===== src/hw/rtl/cmapc_pkg.sv =====
package cmapc_pkg;

    // default sizes
    localparam int FONT_BYTES_DEF = 65536;
    localparam int MAX_RANGES_DEF = 1024;

    // width of offset arithmetic, wide enough that no sum wraps
    localparam int WIDE_W = 34;

    // field widths
    localparam int CMD_W  = 2;
    localparam int RT_W   = 11;
    localparam int STAT_W = 2;

    // commands
    localparam logic [CMD_W-1:0] CMD_LOAD  = 2'd0;
    localparam logic [CMD_W-1:0] CMD_PARSE = 2'd1;
    localparam logic [CMD_W-1:0] CMD_QUERY = 2'd2;

    // parse status
    localparam logic [STAT_W-1:0] STAT_OK   = 2'd0;
    localparam logic [STAT_W-1:0] STAT_NONE = 2'd1;
    localparam logic [STAT_W-1:0] STAT_OVF  = 2'd2;

    // font constants
    localparam logic [31:0] CMAP_TAG = 32'h636D6170;
    localparam logic [15:0] SEG_SKIP = 16'hFFFF;

    // subtable scores, zero means no score
    localparam logic [2:0] SCORE_NONE  = 3'd0;
    localparam logic [2:0] SCORE_U32   = 3'd5;
    localparam logic [2:0] SCORE_UNI4  = 3'd4;
    localparam logic [2:0] SCORE_BMP   = 3'd3;
    localparam logic [2:0] SCORE_UNI   = 3'd2;

    // one range to insert into the cell chain
    typedef struct packed {
        logic        valid;
        logic [31:0] r_start;
        logic [31:0] r_end;
    } rng_ins_t;

    // parser completion
    typedef struct packed {
        logic done;
        logic fail;
    } prs_res_t;

endpackage


===== src/hw/rtl/cmapc_parse.sv =====
module cmapc_parse import cmapc_pkg::*; #(
    parameter int FONT_BYTES = FONT_BYTES_DEF,
    parameter int AW         = $clog2(FONT_BYTES)
) (
    input  logic          aclk,
    input  logic          aresetn,
    input  logic          start,
    input  logic [16:0]   file_size,
    output logic [AW-1:0] rd_addr,
    input  logic [7:0]    rd_data,
    output rng_ins_t      ins,
    output prs_res_t      res
);

    localparam logic [4:0] P_IDLE   = 5'd0;
    localparam logic [4:0] P_RISS   = 5'd1;
    localparam logic [4:0] P_RWAIT  = 5'd2;
    localparam logic [4:0] P_NTAB   = 5'd3;
    localparam logic [4:0] P_DIRCHK = 5'd4;
    localparam logic [4:0] P_TAG    = 5'd5;
    localparam logic [4:0] P_COFF   = 5'd6;
    localparam logic [4:0] P_CLEN   = 5'd7;
    localparam logic [4:0] P_NREC   = 5'd8;
    localparam logic [4:0] P_RECCHK = 5'd9;
    localparam logic [4:0] P_PID    = 5'd10;
    localparam logic [4:0] P_EID    = 5'd11;
    localparam logic [4:0] P_OFF    = 5'd12;
    localparam logic [4:0] P_PICK   = 5'd13;
    localparam logic [4:0] P_FMT    = 5'd14;
    localparam logic [4:0] P_SEG    = 5'd15;
    localparam logic [4:0] P_SEGCHK = 5'd16;
    localparam logic [4:0] P_SEGE   = 5'd17;
    localparam logic [4:0] P_SEGS   = 5'd18;
    localparam logic [4:0] P_GRP    = 5'd19;
    localparam logic [4:0] P_GCHK   = 5'd20;
    localparam logic [4:0] P_GS     = 5'd21;
    localparam logic [4:0] P_GE     = 5'd22;

    localparam logic [WIDE_W-1:0] FB_W = WIDE_W'(FONT_BYTES);

    logic [4:0]        state_reg;
    logic [4:0]        ret_reg;
    logic [WIDE_W-1:0] rd_ptr_reg;
    logic [2:0]        rd_left_reg;
    logic [31:0]       acc_reg;
    logic [WIDE_W-1:0] sz_reg;
    logic [WIDE_W-1:0] coff_reg;
    logic [WIDE_W-1:0] clen_reg;
    logic [WIDE_W-1:0] best_reg;
    logic [WIDE_W-1:0] rel_reg;
    logic [WIDE_W-1:0] sub_reg;
    logic [WIDE_W-1:0] avail_reg;
    logic [31:0]       idx_reg;
    logic [31:0]       lim_reg;
    logic [31:0]       tmp_reg;
    logic [2:0]        score_reg;
    rng_ins_t          ins_reg;
    prs_res_t          res_reg;

    logic [WIDE_W-1:0] fs_w;
    logic [WIDE_W-1:0] sz_w;
    logic [WIDE_W-1:0] acc_w;
    logic [31:0]       acc_next;
    logic [15:0]       pid_w;
    logic [15:0]       eid_w;
    logic [2:0]        score_w;

    assign fs_w    = WIDE_W'(file_size);
    assign sz_w    = (fs_w > FB_W) ? FB_W : fs_w;
    assign acc_next = {acc_reg[23:0], rd_data};
    assign acc_w   = WIDE_W'(acc_reg);
    assign pid_w   = tmp_reg[31:16];
    assign eid_w   = tmp_reg[15:0];

    // encoding record score
    always_comb begin
        score_w = SCORE_NONE;
        if (pid_w == 16'd3 && eid_w == 16'd10) begin
            score_w = SCORE_U32;
        end else if (pid_w == 16'd0 && eid_w >= 16'd4) begin
            score_w = SCORE_UNI4;
        end else if (pid_w == 16'd3 && eid_w == 16'd1) begin
            score_w = SCORE_BMP;
        end else if (pid_w == 16'd0) begin
            score_w = SCORE_UNI;
        end
    end

    assign rd_addr = AW'(rd_ptr_reg);
    assign ins     = ins_reg;
    assign res     = res_reg;

    // parse sequencer; each byte read passes through an issue and a wait state, big endian
    always_ff @(posedge aclk) begin
        if (!aresetn) begin
            state_reg <= P_IDLE;
            ins_reg   <= '0;
            res_reg   <= '0;
        end else begin
            ins_reg.valid <= 1'b0;
            res_reg       <= '0;
            case (state_reg)
                P_IDLE: begin
                    if (start) begin
                        sz_reg <= sz_w;
                        if (sz_w < WIDE_W'(12)) begin
                            res_reg <= '{done: 1'b1, fail: 1'b1};
                        end else begin
                            rd_ptr_reg  <= WIDE_W'(4);
                            rd_left_reg <= 3'd2;
                            acc_reg     <= '0;
                            ret_reg     <= P_NTAB;
                            state_reg   <= P_RISS;
                        end
                    end
                end
                P_RISS: begin
                    state_reg <= P_RWAIT;
                end
                P_RWAIT: begin
                    acc_reg     <= acc_next;
                    rd_ptr_reg  <= rd_ptr_reg + WIDE_W'(1);
                    rd_left_reg <= rd_left_reg - 3'd1;
                    state_reg   <= (rd_left_reg == 3'd1) ? ret_reg : P_RISS;
                end
                // table directory
                P_NTAB: begin
                    lim_reg <= 32'(acc_reg[15:0]);
                    idx_reg <= '0;
                    rel_reg <= WIDE_W'(12);
                    if (WIDE_W'(12) + WIDE_W'({acc_reg[15:0], 4'b0}) > sz_reg) begin
                        res_reg   <= '{done: 1'b1, fail: 1'b1};
                        state_reg <= P_IDLE;
                    end else begin
                        state_reg <= P_DIRCHK;
                    end
                end
                P_DIRCHK: begin
                    if (idx_reg == lim_reg) begin
                        res_reg   <= '{done: 1'b1, fail: 1'b1};
                        state_reg <= P_IDLE;
                    end else begin
                        rd_ptr_reg  <= rel_reg;
                        rd_left_reg <= 3'd4;
                        acc_reg     <= '0;
                        ret_reg     <= P_TAG;
                        state_reg   <= P_RISS;
                    end
                end
                P_TAG: begin
                    if (acc_reg == CMAP_TAG) begin
                        rd_ptr_reg  <= rel_reg + WIDE_W'(8);
                        rd_left_reg <= 3'd4;
                        acc_reg     <= '0;
                        ret_reg     <= P_COFF;
                        state_reg   <= P_RISS;
                    end else begin
                        idx_reg   <= idx_reg + 32'd1;
                        rel_reg   <= rel_reg + WIDE_W'(16);
                        state_reg <= P_DIRCHK;
                    end
                end
                P_COFF: begin
                    coff_reg    <= acc_w;
                    rd_ptr_reg  <= rel_reg + WIDE_W'(12);
                    rd_left_reg <= 3'd4;
                    acc_reg     <= '0;
                    ret_reg     <= P_CLEN;
                    state_reg   <= P_RISS;
                end
                // cmap header bounds
                P_CLEN: begin
                    clen_reg <= acc_w;
                    if (acc_w < WIDE_W'(4) || coff_reg > sz_reg ||
                        acc_w > sz_reg - coff_reg) begin
                        res_reg   <= '{done: 1'b1, fail: 1'b1};
                        state_reg <= P_IDLE;
                    end else begin
                        rd_ptr_reg  <= coff_reg + WIDE_W'(2);
                        rd_left_reg <= 3'd2;
                        acc_reg     <= '0;
                        ret_reg     <= P_NREC;
                        state_reg   <= P_RISS;
                    end
                end
                P_NREC: begin
                    lim_reg   <= 32'(acc_reg[15:0]);
                    idx_reg   <= '0;
                    rel_reg   <= WIDE_W'(4);
                    score_reg <= SCORE_NONE;
                    state_reg <= P_RECCHK;
                end
                // encoding records
                P_RECCHK: begin
                    if (idx_reg < lim_reg && rel_reg + WIDE_W'(8) <= clen_reg) begin
                        rd_ptr_reg  <= coff_reg + rel_reg;
                        rd_left_reg <= 3'd4;
                        acc_reg     <= '0;
                        ret_reg     <= P_PID;
                        state_reg   <= P_RISS;
                    end else begin
                        state_reg <= P_PICK;
                    end
                end
                P_PID: begin
                    // platform and encoding ids, packed high and low
                    tmp_reg     <= acc_reg;
                    rd_left_reg <= 3'd4;
                    acc_reg     <= '0;
                    ret_reg     <= P_EID;
                    state_reg   <= P_RISS;
                end
                P_EID: begin
                    if (acc_w + WIDE_W'(4) <= clen_reg && score_w > score_reg) begin
                        score_reg <= score_w;
                        best_reg  <= acc_w;
                    end
                    idx_reg   <= idx_reg + 32'd1;
                    rel_reg   <= rel_reg + WIDE_W'(8);
                    state_reg <= P_RECCHK;
                end
                P_OFF: begin
                    state_reg <= P_RECCHK;
                end
                P_PICK: begin
                    if (score_reg == SCORE_NONE) begin
                        res_reg   <= '{done: 1'b1, fail: 1'b1};
                        state_reg <= P_IDLE;
                    end else begin
                        sub_reg     <= coff_reg + best_reg;
                        avail_reg   <= clen_reg - best_reg;
                        rd_ptr_reg  <= coff_reg + best_reg;
                        rd_left_reg <= 3'd2;
                        acc_reg     <= '0;
                        ret_reg     <= P_FMT;
                        state_reg   <= P_RISS;
                    end
                end
                P_FMT: begin
                    acc_reg <= '0;
                    if (acc_reg[15:0] == 16'd4 && avail_reg >= WIDE_W'(14)) begin
                        rd_ptr_reg  <= sub_reg + WIDE_W'(6);
                        rd_left_reg <= 3'd2;
                        ret_reg     <= P_SEG;
                        state_reg   <= P_RISS;
                    end else if (acc_reg[15:0] == 16'd12 && avail_reg >= WIDE_W'(16)) begin
                        rd_ptr_reg  <= sub_reg + WIDE_W'(12);
                        rd_left_reg <= 3'd4;
                        ret_reg     <= P_GRP;
                        state_reg   <= P_RISS;
                    end else begin
                        res_reg   <= '{done: 1'b1, fail: 1'b1};
                        state_reg <= P_IDLE;
                    end
                end
                // format 4 segments
                P_SEG: begin
                    lim_reg <= 32'(acc_reg[15:0]);
                    idx_reg <= '0;
                    if (WIDE_W'(16) + acc_w + WIDE_W'({acc_reg[15:0], 1'b0}) > avail_reg) begin
                        res_reg   <= '{done: 1'b1, fail: 1'b1};
                        state_reg <= P_IDLE;
                    end else begin
                        state_reg <= P_SEGCHK;
                    end
                end
                P_SEGCHK: begin
                    if (idx_reg < lim_reg) begin
                        rd_ptr_reg  <= sub_reg + WIDE_W'(14) + WIDE_W'(idx_reg);
                        rd_left_reg <= 3'd2;
                        acc_reg     <= '0;
                        ret_reg     <= P_SEGE;
                        state_reg   <= P_RISS;
                    end else begin
                        res_reg   <= '{done: 1'b1, fail: 1'b0};
                        state_reg <= P_IDLE;
                    end
                end
                P_SEGE: begin
                    tmp_reg     <= acc_reg;
                    rd_ptr_reg  <= sub_reg + WIDE_W'(16) + WIDE_W'(lim_reg) +
                                   WIDE_W'(idx_reg);
                    rd_left_reg <= 3'd2;
                    acc_reg     <= '0;
                    ret_reg     <= P_SEGS;
                    state_reg   <= P_RISS;
                end
                P_SEGS: begin
                    if (acc_reg[15:0] != SEG_SKIP && acc_reg[15:0] <= tmp_reg[15:0]) begin
                        ins_reg <= '{valid: 1'b1, r_start: 32'(acc_reg[15:0]),
                                     r_end: 32'(tmp_reg[15:0])};
                    end
                    idx_reg   <= idx_reg + 32'd2;
                    state_reg <= P_SEGCHK;
                end
                // format 12 groups
                P_GRP: begin
                    lim_reg   <= acc_reg;
                    idx_reg   <= '0;
                    rel_reg   <= WIDE_W'(16);
                    state_reg <= P_GCHK;
                end
                P_GCHK: begin
                    if (idx_reg < lim_reg && rel_reg + WIDE_W'(12) <= avail_reg) begin
                        rd_ptr_reg  <= sub_reg + rel_reg;
                        rd_left_reg <= 3'd4;
                        acc_reg     <= '0;
                        ret_reg     <= P_GS;
                        state_reg   <= P_RISS;
                    end else begin
                        res_reg   <= '{done: 1'b1, fail: 1'b0};
                        state_reg <= P_IDLE;
                    end
                end
                P_GS: begin
                    tmp_reg     <= acc_reg;
                    rd_left_reg <= 3'd4;
                    acc_reg     <= '0;
                    ret_reg     <= P_GE;
                    state_reg   <= P_RISS;
                end
                P_GE: begin
                    ins_reg   <= '{valid: 1'b1, r_start: tmp_reg, r_end: acc_reg};
                    idx_reg   <= idx_reg + 32'd1;
                    rel_reg   <= rel_reg + WIDE_W'(12);
                    state_reg <= P_GCHK;
                end
                default: begin
                    state_reg <= P_IDLE;
                end
            endcase
        end
    end

endmodule


===== config.mk =====
export PLATFORM = sky130hd
export DESIGN_NAME = cmapc_parse
export DESIGN_NICKNAME = d
export VERILOG_FILES = /design/src/hw/rtl/cmapc_pkg.sv /design/src/hw/rtl/cmapc_parse.sv
export SDC_FILE = /design/constraint.sdc
export NUM_CORES = 2
export LEC_CHECK = 0
export BUFFER_PORTS_ARGS = -buffer_cell sky130_fd_sc_hd__buf_2
export CORE_ASPECT_RATIO = 0.5
export CORE_MARGIN = 4
export CORE_UTILIZATION = 50
export DETAILED_ROUTE_END_ITERATION = 16
export PLACE_DENSITY = 0.66
export SLEW_MARGIN = 0
export SYNTH_ARGS = -nofsm -noshare
export SYNTH_HDL_FRONTEND = slang
export SYNTH_SLANG_ARGS = --single-unit

===== constraint.sdc =====
create_clock -name aclk -period 16.9 [get_ports aclk]
set_input_delay 0.845 -clock aclk [delete_from_list [all_inputs] [get_ports aclk]]
set_output_delay 0.845 -clock aclk [all_outputs]
set_load 0.005 [all_outputs]

Word level (Yosys, flattened, before mapping)

Index checks and enable logic that the tools add are counted.

Output and inout bits: 83
Input port bits: 28
Register bits: 477

Multiplexer cells: 87
Add/subtract/negate cells: 24
Equality and inequality tests: 44
$lt $le $gt $ge: 16
Reductions and logical operators: 48
Bitwise gates (word level): 1

Operators by type and width:

| cell                                                 | number |
|---|---|
| two-way mux 34 bit                                   | 12 |
| one-hot mux 34 bit (12 select lines)                 | 1 |
| two-way mux 32 bit                                   | 10 |
| one-hot mux 32 bit (10 select lines)                 | 1 |
| one-hot mux 34 bit (6 select lines)                  | 1 |
| adder 34 x 4 -> 34 bit (second input constant)       | 4 |
| one-hot mux 65 bit (2 select lines)                  | 1 |
| one-hot mux 32 bit (4 select lines)                  | 1 |
| adder 34 x 32 -> 34 bit                              | 3 |
| one-hot mux 5 bit (17 select lines)                  | 1 |
| two-way mux 5 bit                                    | 15 |
| adder 34 x 5 -> 34 bit (second input constant)       | 2 |
| greater-than comparator 32 x 34 -> 1 bit             | 2 |
| two-way mux 65 bit                                   | 1 |
| one-hot mux 5 bit (13 select lines)                  | 1 |
| one-hot mux 32 bit (2 select lines)                  | 1 |
| two-way mux 3 bit                                    | 16 |
| equality test 5 x 4 -> 1 bit (second input constant) | 8 |
| one-hot mux 3 bit (12 select lines)                  | 1 |
| AND reduction 12 bit                                 | 3 |
| equality test 5 bit (second input constant)          | 7 |
| adder 32 x 34 -> 34 bit                              | 1 |
| adder 33 x 17 -> 34 bit                              | 1 |
| adder 34 x 1 -> 34 bit (second input constant)       | 1 |
| 64 further kinds                                     | 125 |

Longest topological paths before layout

Word-level depth: 9
Mapped depth: 23
Mapped depth without buffers: 23

Least setup slack after synthesis

OpenSTA, ideal clock, no wires.

Path type: reg-to-reg
From: register sz_reg[0]
To: register acc_reg[0], enable pin
Cell stages (with the launch flop): 23
Setup slack: 10236 ps
Arrival: 6203 ps
Path buffers: 0
Cells stage by stage: edfxtp_1 > inv_1 > ha_1 > inv_1 > fa_1 > a21o_1 > a21boi_1 > o31ai_1 > a221oi_1 > nor3_1 > nor2_1 > nor4_1 > xor2_1 > ha_1 > nand4_1 > nor4_1 > nand2_1 > and3_1 > o311ai_1 > a31o_1 > a21oi_1 > or2_1 > nor3_1

Cells in the longest elaborated chain, start to end: 5
Elaborated cells between the ends (all ways): 7
Classes of those cells: 1 x add/sub; 2 x order compare; 1 x eq/ne; 3 x reduce/logical

RTL lines:

| element                                                                                  | line                                   | text |
|---|---|---|
| start, declared                                                                          | cmapc_parse.sv:46                      | `logic [WIDE_W-1:0] sz_reg;` |
| start signal, assigned                                                                   | cmapc_parse.sv:105                     | `sz_reg <= sz_w;` |
| subtractor 34 x 32 -> 34 bit or greater-than comparator 32 x 34 -> 1 bit (tied branches) | cmapc_parse.sv:175, cmapc_parse.sv:174 |  |
| greater-than comparator 32 x 34 -> 1 bit or logical OR 1 bit (tied branches)             | cmapc_parse.sv:175, cmapc_parse.sv:174 |  |
| logical OR 1 bit (*)                                                                     | cmapc_parse.sv:174                     | `if (acc_w < WIDE_W'(4) \|\| coff_reg > sz_reg \|\|` |
| inequality test 2 bit (no source line) (*)                                               | -                                      |  |
| AND reduction 11 bit (no source line) (*)                                                | -                                      |  |
| end signal, assigned                                                                     | cmapc_parse.sv:121                     | `acc_reg <= acc_next;` |
| end, declared                                                                            | cmapc_parse.sv:45                      | `logic [31:0] acc_reg;` |

Mark *: on every way between the ends. The rest lies on a longest branch, timed or not.
A chain may end at the register's enable or synchronous reset.

Worst setup path in the final report

From: register coff_reg[1]
To: register acc_reg[8], enable pin

Cells in the longest elaborated chain, start to end: 5
Elaborated cells between the ends (all ways): 7
Classes of those cells: 1 x add/sub; 2 x order compare; 1 x eq/ne; 3 x reduce/logical

RTL lines:

| element                                                                                  | line                                   | text |
|---|---|---|
| start, declared                                                                          | cmapc_parse.sv:47                      | `logic [WIDE_W-1:0] coff_reg;` |
| start signal, assigned                                                                   | cmapc_parse.sv:164                     | `coff_reg <= acc_w;` |
| subtractor 34 x 32 -> 34 bit or greater-than comparator 32 x 34 -> 1 bit (tied branches) | cmapc_parse.sv:175, cmapc_parse.sv:174 |  |
| greater-than comparator 32 x 34 -> 1 bit or logical OR 1 bit (tied branches)             | cmapc_parse.sv:175, cmapc_parse.sv:174 |  |
| logical OR 1 bit (*)                                                                     | cmapc_parse.sv:174                     |  |
| inequality test 2 bit (no source line) (*)                                               | -                                      |  |
| AND reduction 11 bit (no source line) (*)                                                | -                                      |  |

Marked as above.

==> impl_metrics.tcl <==
set metrics [dict create \
    status "complete, no violations" \
    fp.dieArea_um2 70930 \
    clockBufferDepth 3 \
    critPathKind "reg -> reg" \
    crit_fanout 32 \
    start_util_pct 50.83 \
    dr_total_vias 29516 \
    insertion_delay_ns 0.61 \
    largest_reg_flops 65 \
    yosysWarnings 0 \
    p_leak_nw 15.14 \
    n_fill_cell 5972 \
    ir_drop_uv 64.08 \
    core_area_um2 65400 \
    relSlewSlack_pct 16.96 \
    drc 0 \
    grt_pass1_wl_um 176800 \
    synthesis.nets 4085 \
    drive_gt1_share_pct 7.723 \
    power.internal_mw 1.809 \
    grt_max_degree 77 \
    fin_cells 4626 \
    drv_cap 0 \
    via_per_inst 6.380 \
    seq_area_um2 11920 \
    pwr-share-comb_pct 16.6 \
    timing.hold.ws_ns 0.4536 \
    final.min_clock_period_ns 6.153 \
    synth-seq-cells 421 \
    tightest_slew_ns 1.235 \
    wire_per_inst_um 25.72 \
    switching_share_pct 29.22 \
    routed_wl_um 119000 \
    grt-ovfl-total 0 \
    synth_cell_type_count 85 \
    clk_pin_slew_worst_paths_ns 0.07 \
    drv_slew 0 \
    dpl_worst_slack_ns 10.84 \
    post_cts_resized 0 \
    cts_max_level 2 \
    min_period_over_period_pct 36.41 \
    dp_hpwl_um 90840 \
    tns_ns 0 \
    setup_viol 0 \
    fmax_mhz 162.5 \
    first_pass_iters 6 \
    fp.dieH_um 190.3 \
    cts_made_buffers 43 \
    ctsHoldBuffers 0 \
    rsz0062_at_grt "no" \
    synth_area_leaders "edfxtp_1, ha_1, dfxtp_1, xnor2_1, nand2_1" \
    hold_path_class "reg -> reg" \
    cts_setup_buffers 0 \
    place_inst 4549 \
    antenna_left 0 \
    mappedNetlistArea_um2 33240 \
    worst_slack_ns 10.75 \
    switchingPower_mw 0.7470 \
    yosysSeqAreaShare_pct 35.86 \
    cts_tree "built" \
    nets 4176 \
    cp-end-kind "register" \
    ys.flop_type "edfxtp_1" \
    n_antenna_cell 0 \
    async_flop_share_pct 0 \
    powerDensity_nw_per_um2 70.29 \
    critPathArrivalTime_ns 6.40 \
    pwr-share-seq_pct 45.9 \
    synthCells 3619 \
    io_pins 111 \
    synth_top_area_cell "edfxtp_1" \
    multiInputGateArea_um2 19850 \
    hold_viol 0 \
    synth.avg_cell_area_um2 9.186 \
    drt_iter0_drc 3803 \
    io_buffers 110 \
    gp_congestion 1.051 \
    area_delta_synth_final_pct 9.406 \
    critPathLaunchType "register" \
    cts-root-buf "clkbuf_16" \
    clock_sinks 421 \
    grtUsageTotal_pct 32.74 \
    synth_top_area_share_pct 31.53 \
    antenna_found_initial 9 \
    grt_pass1_vias 27738 \
    required_ns 17.15 \
    die-width_um 372.7 \
    std_cell_rows 66 \
    synth-edff-count 349 \
    finClkSkew_ns 0.04147 \
    clkPwrFrac_pct 37.4 \
]
==> placed cells by master (no fill, tap or decap), types with 17 or more instances in the layout <==
master,instances
a32oi_1,37
inv_1,278
nor3_1,80
ha_1,416
a211oi_1,30
clkbuf_16,43
nand3_1,126
a22o_1,34
a22oi_1,23
and3_1,51
a21oi_1,222
and2_1,31
or3_1,18
nor4_1,37
a21o_1,86
o31ai_1,19
o21bai_1,17
nand2b_1,31
nand2_1,304
buf_2,110
xnor2_1,162
o21ai_0,149
dfxtp_1,72
nor2_1,266
o21ai_1,69
edfxtp_1,349
buf_4,73
o22ai_1,18
nor2b_1,48
a31oi_1,26
fa_1,22
nand4_1,96
o211ai_1,18
o21a_1,30
a221oi_1,19
xor2_1,117
==> synth_stat cells (22+ instances only) <==
library cell and count:
a31oi_1 26, nand2b_1 31, a32oi_1 37, inv_1 278, xnor2_1 162, nor4_1 38
nor3_1 84, nand4_1 96, nor2_1 272, fa_1 22, o21ai_0 149, o21a_1 30
and3_1 51, edfxtp_1 349, nor2b_1 48, ha_1 416, nand2_1 304, dfxtp_1 72
a21oi_1 224, clkbuf_1 129, a21o_1 86, xor2_1 117, a22oi_1 23, and2_1 31
a211oi_1 31, a22o_1 34, nand3_1 127, o21ai_1 70
==> layer usage <==
layer / vias up / wire (um) / global-route usage (%)
li1: 13511 / - / -
met5: - / 30 / 0
met1: 14199 / 53650 / 48.57
met3: 253 / 14210 / 8.270
met4: 4 / 4628 / 11.46
met2: 1549 / 46470 / 45.94
==> power groups by stage <==
stage                     Clock [mW]  Sequential, mW  Combinational (mW)
after global routing            1.01            1.18               0.465
after global placement             0            1.20               0.407
after detailed placement           0            1.20               0.413
after floorplan                    0            1.20               0.257
final                          0.957            1.17               0.425
after CTS                      0.968            1.17               0.415
==> kinds of logic after synthesis <==
logic type,share of synthesized area (%)
AOI/OAI and AO/OA,18.26
buffers and inverters,4.742
and+or+nand+nor,16.46
adders and majority gates,16.98
xor gates and xnor gates,7.351
muxes,0.3500
DFF,35.86
==> critical path: stages (launching register included) <==
cell      delay (ns)
edfxtp_1        0.51
inv_1           0.13
fa_1            0.45
a21o_1          0.19
a21boi_1        0.21
o31ai_1         0.17
a221oi_1        0.52
nor3_1          0.16
nor2_1          0.42
nor4_1          0.11
xor2_1          0.17
ha_1            0.31
nand4_1         0.17
nor4_1          0.30
nand2_1         0.08
and3_1          0.23
o311ai_1        0.12
a31o_1          0.32
a21oi_1         0.10
or2_1           0.24
nor3_2          0.40
buf_4           0.48
==> area by class of cell <==
type                       count  area share (%)
tap                          884           3.041
timing repair buffer         183           3.020
clock buffer                  57           3.268
inverter                     282           2.910
multi-input combinational   2779           54.57
sequential                   421           32.78
clock inverter                20          0.4163
==> worst paths after layout <==
kind / start / endpoint / slack [ns] / cells after the start
worst max-delay path: coff_reg[1] / acc_reg[8] / 10.75 / 21
worst min register to register: ins[29] / ins[29] / 0.45 / 2
worst min-delay path: ins[29] / ins[29] / 0.45 / 2
worst max register to register: coff_reg[1] / acc_reg[8] / 10.75 / 21
==> per-stage QoR <==
step	utilization, %	power [mW]	cell area, um^2
2_1_floorplan	-	1.453	33240
3_3_place_gp	53.56	1.603	35030
3_5_place_dp	53.56	1.609	35030
4_1_cts	55.61	2.557	36370
5_1_grt	55.61	2.648	36370
6_report	55.61	2.556	36370
Note: power is estimated with default switching activity, not from simulation.
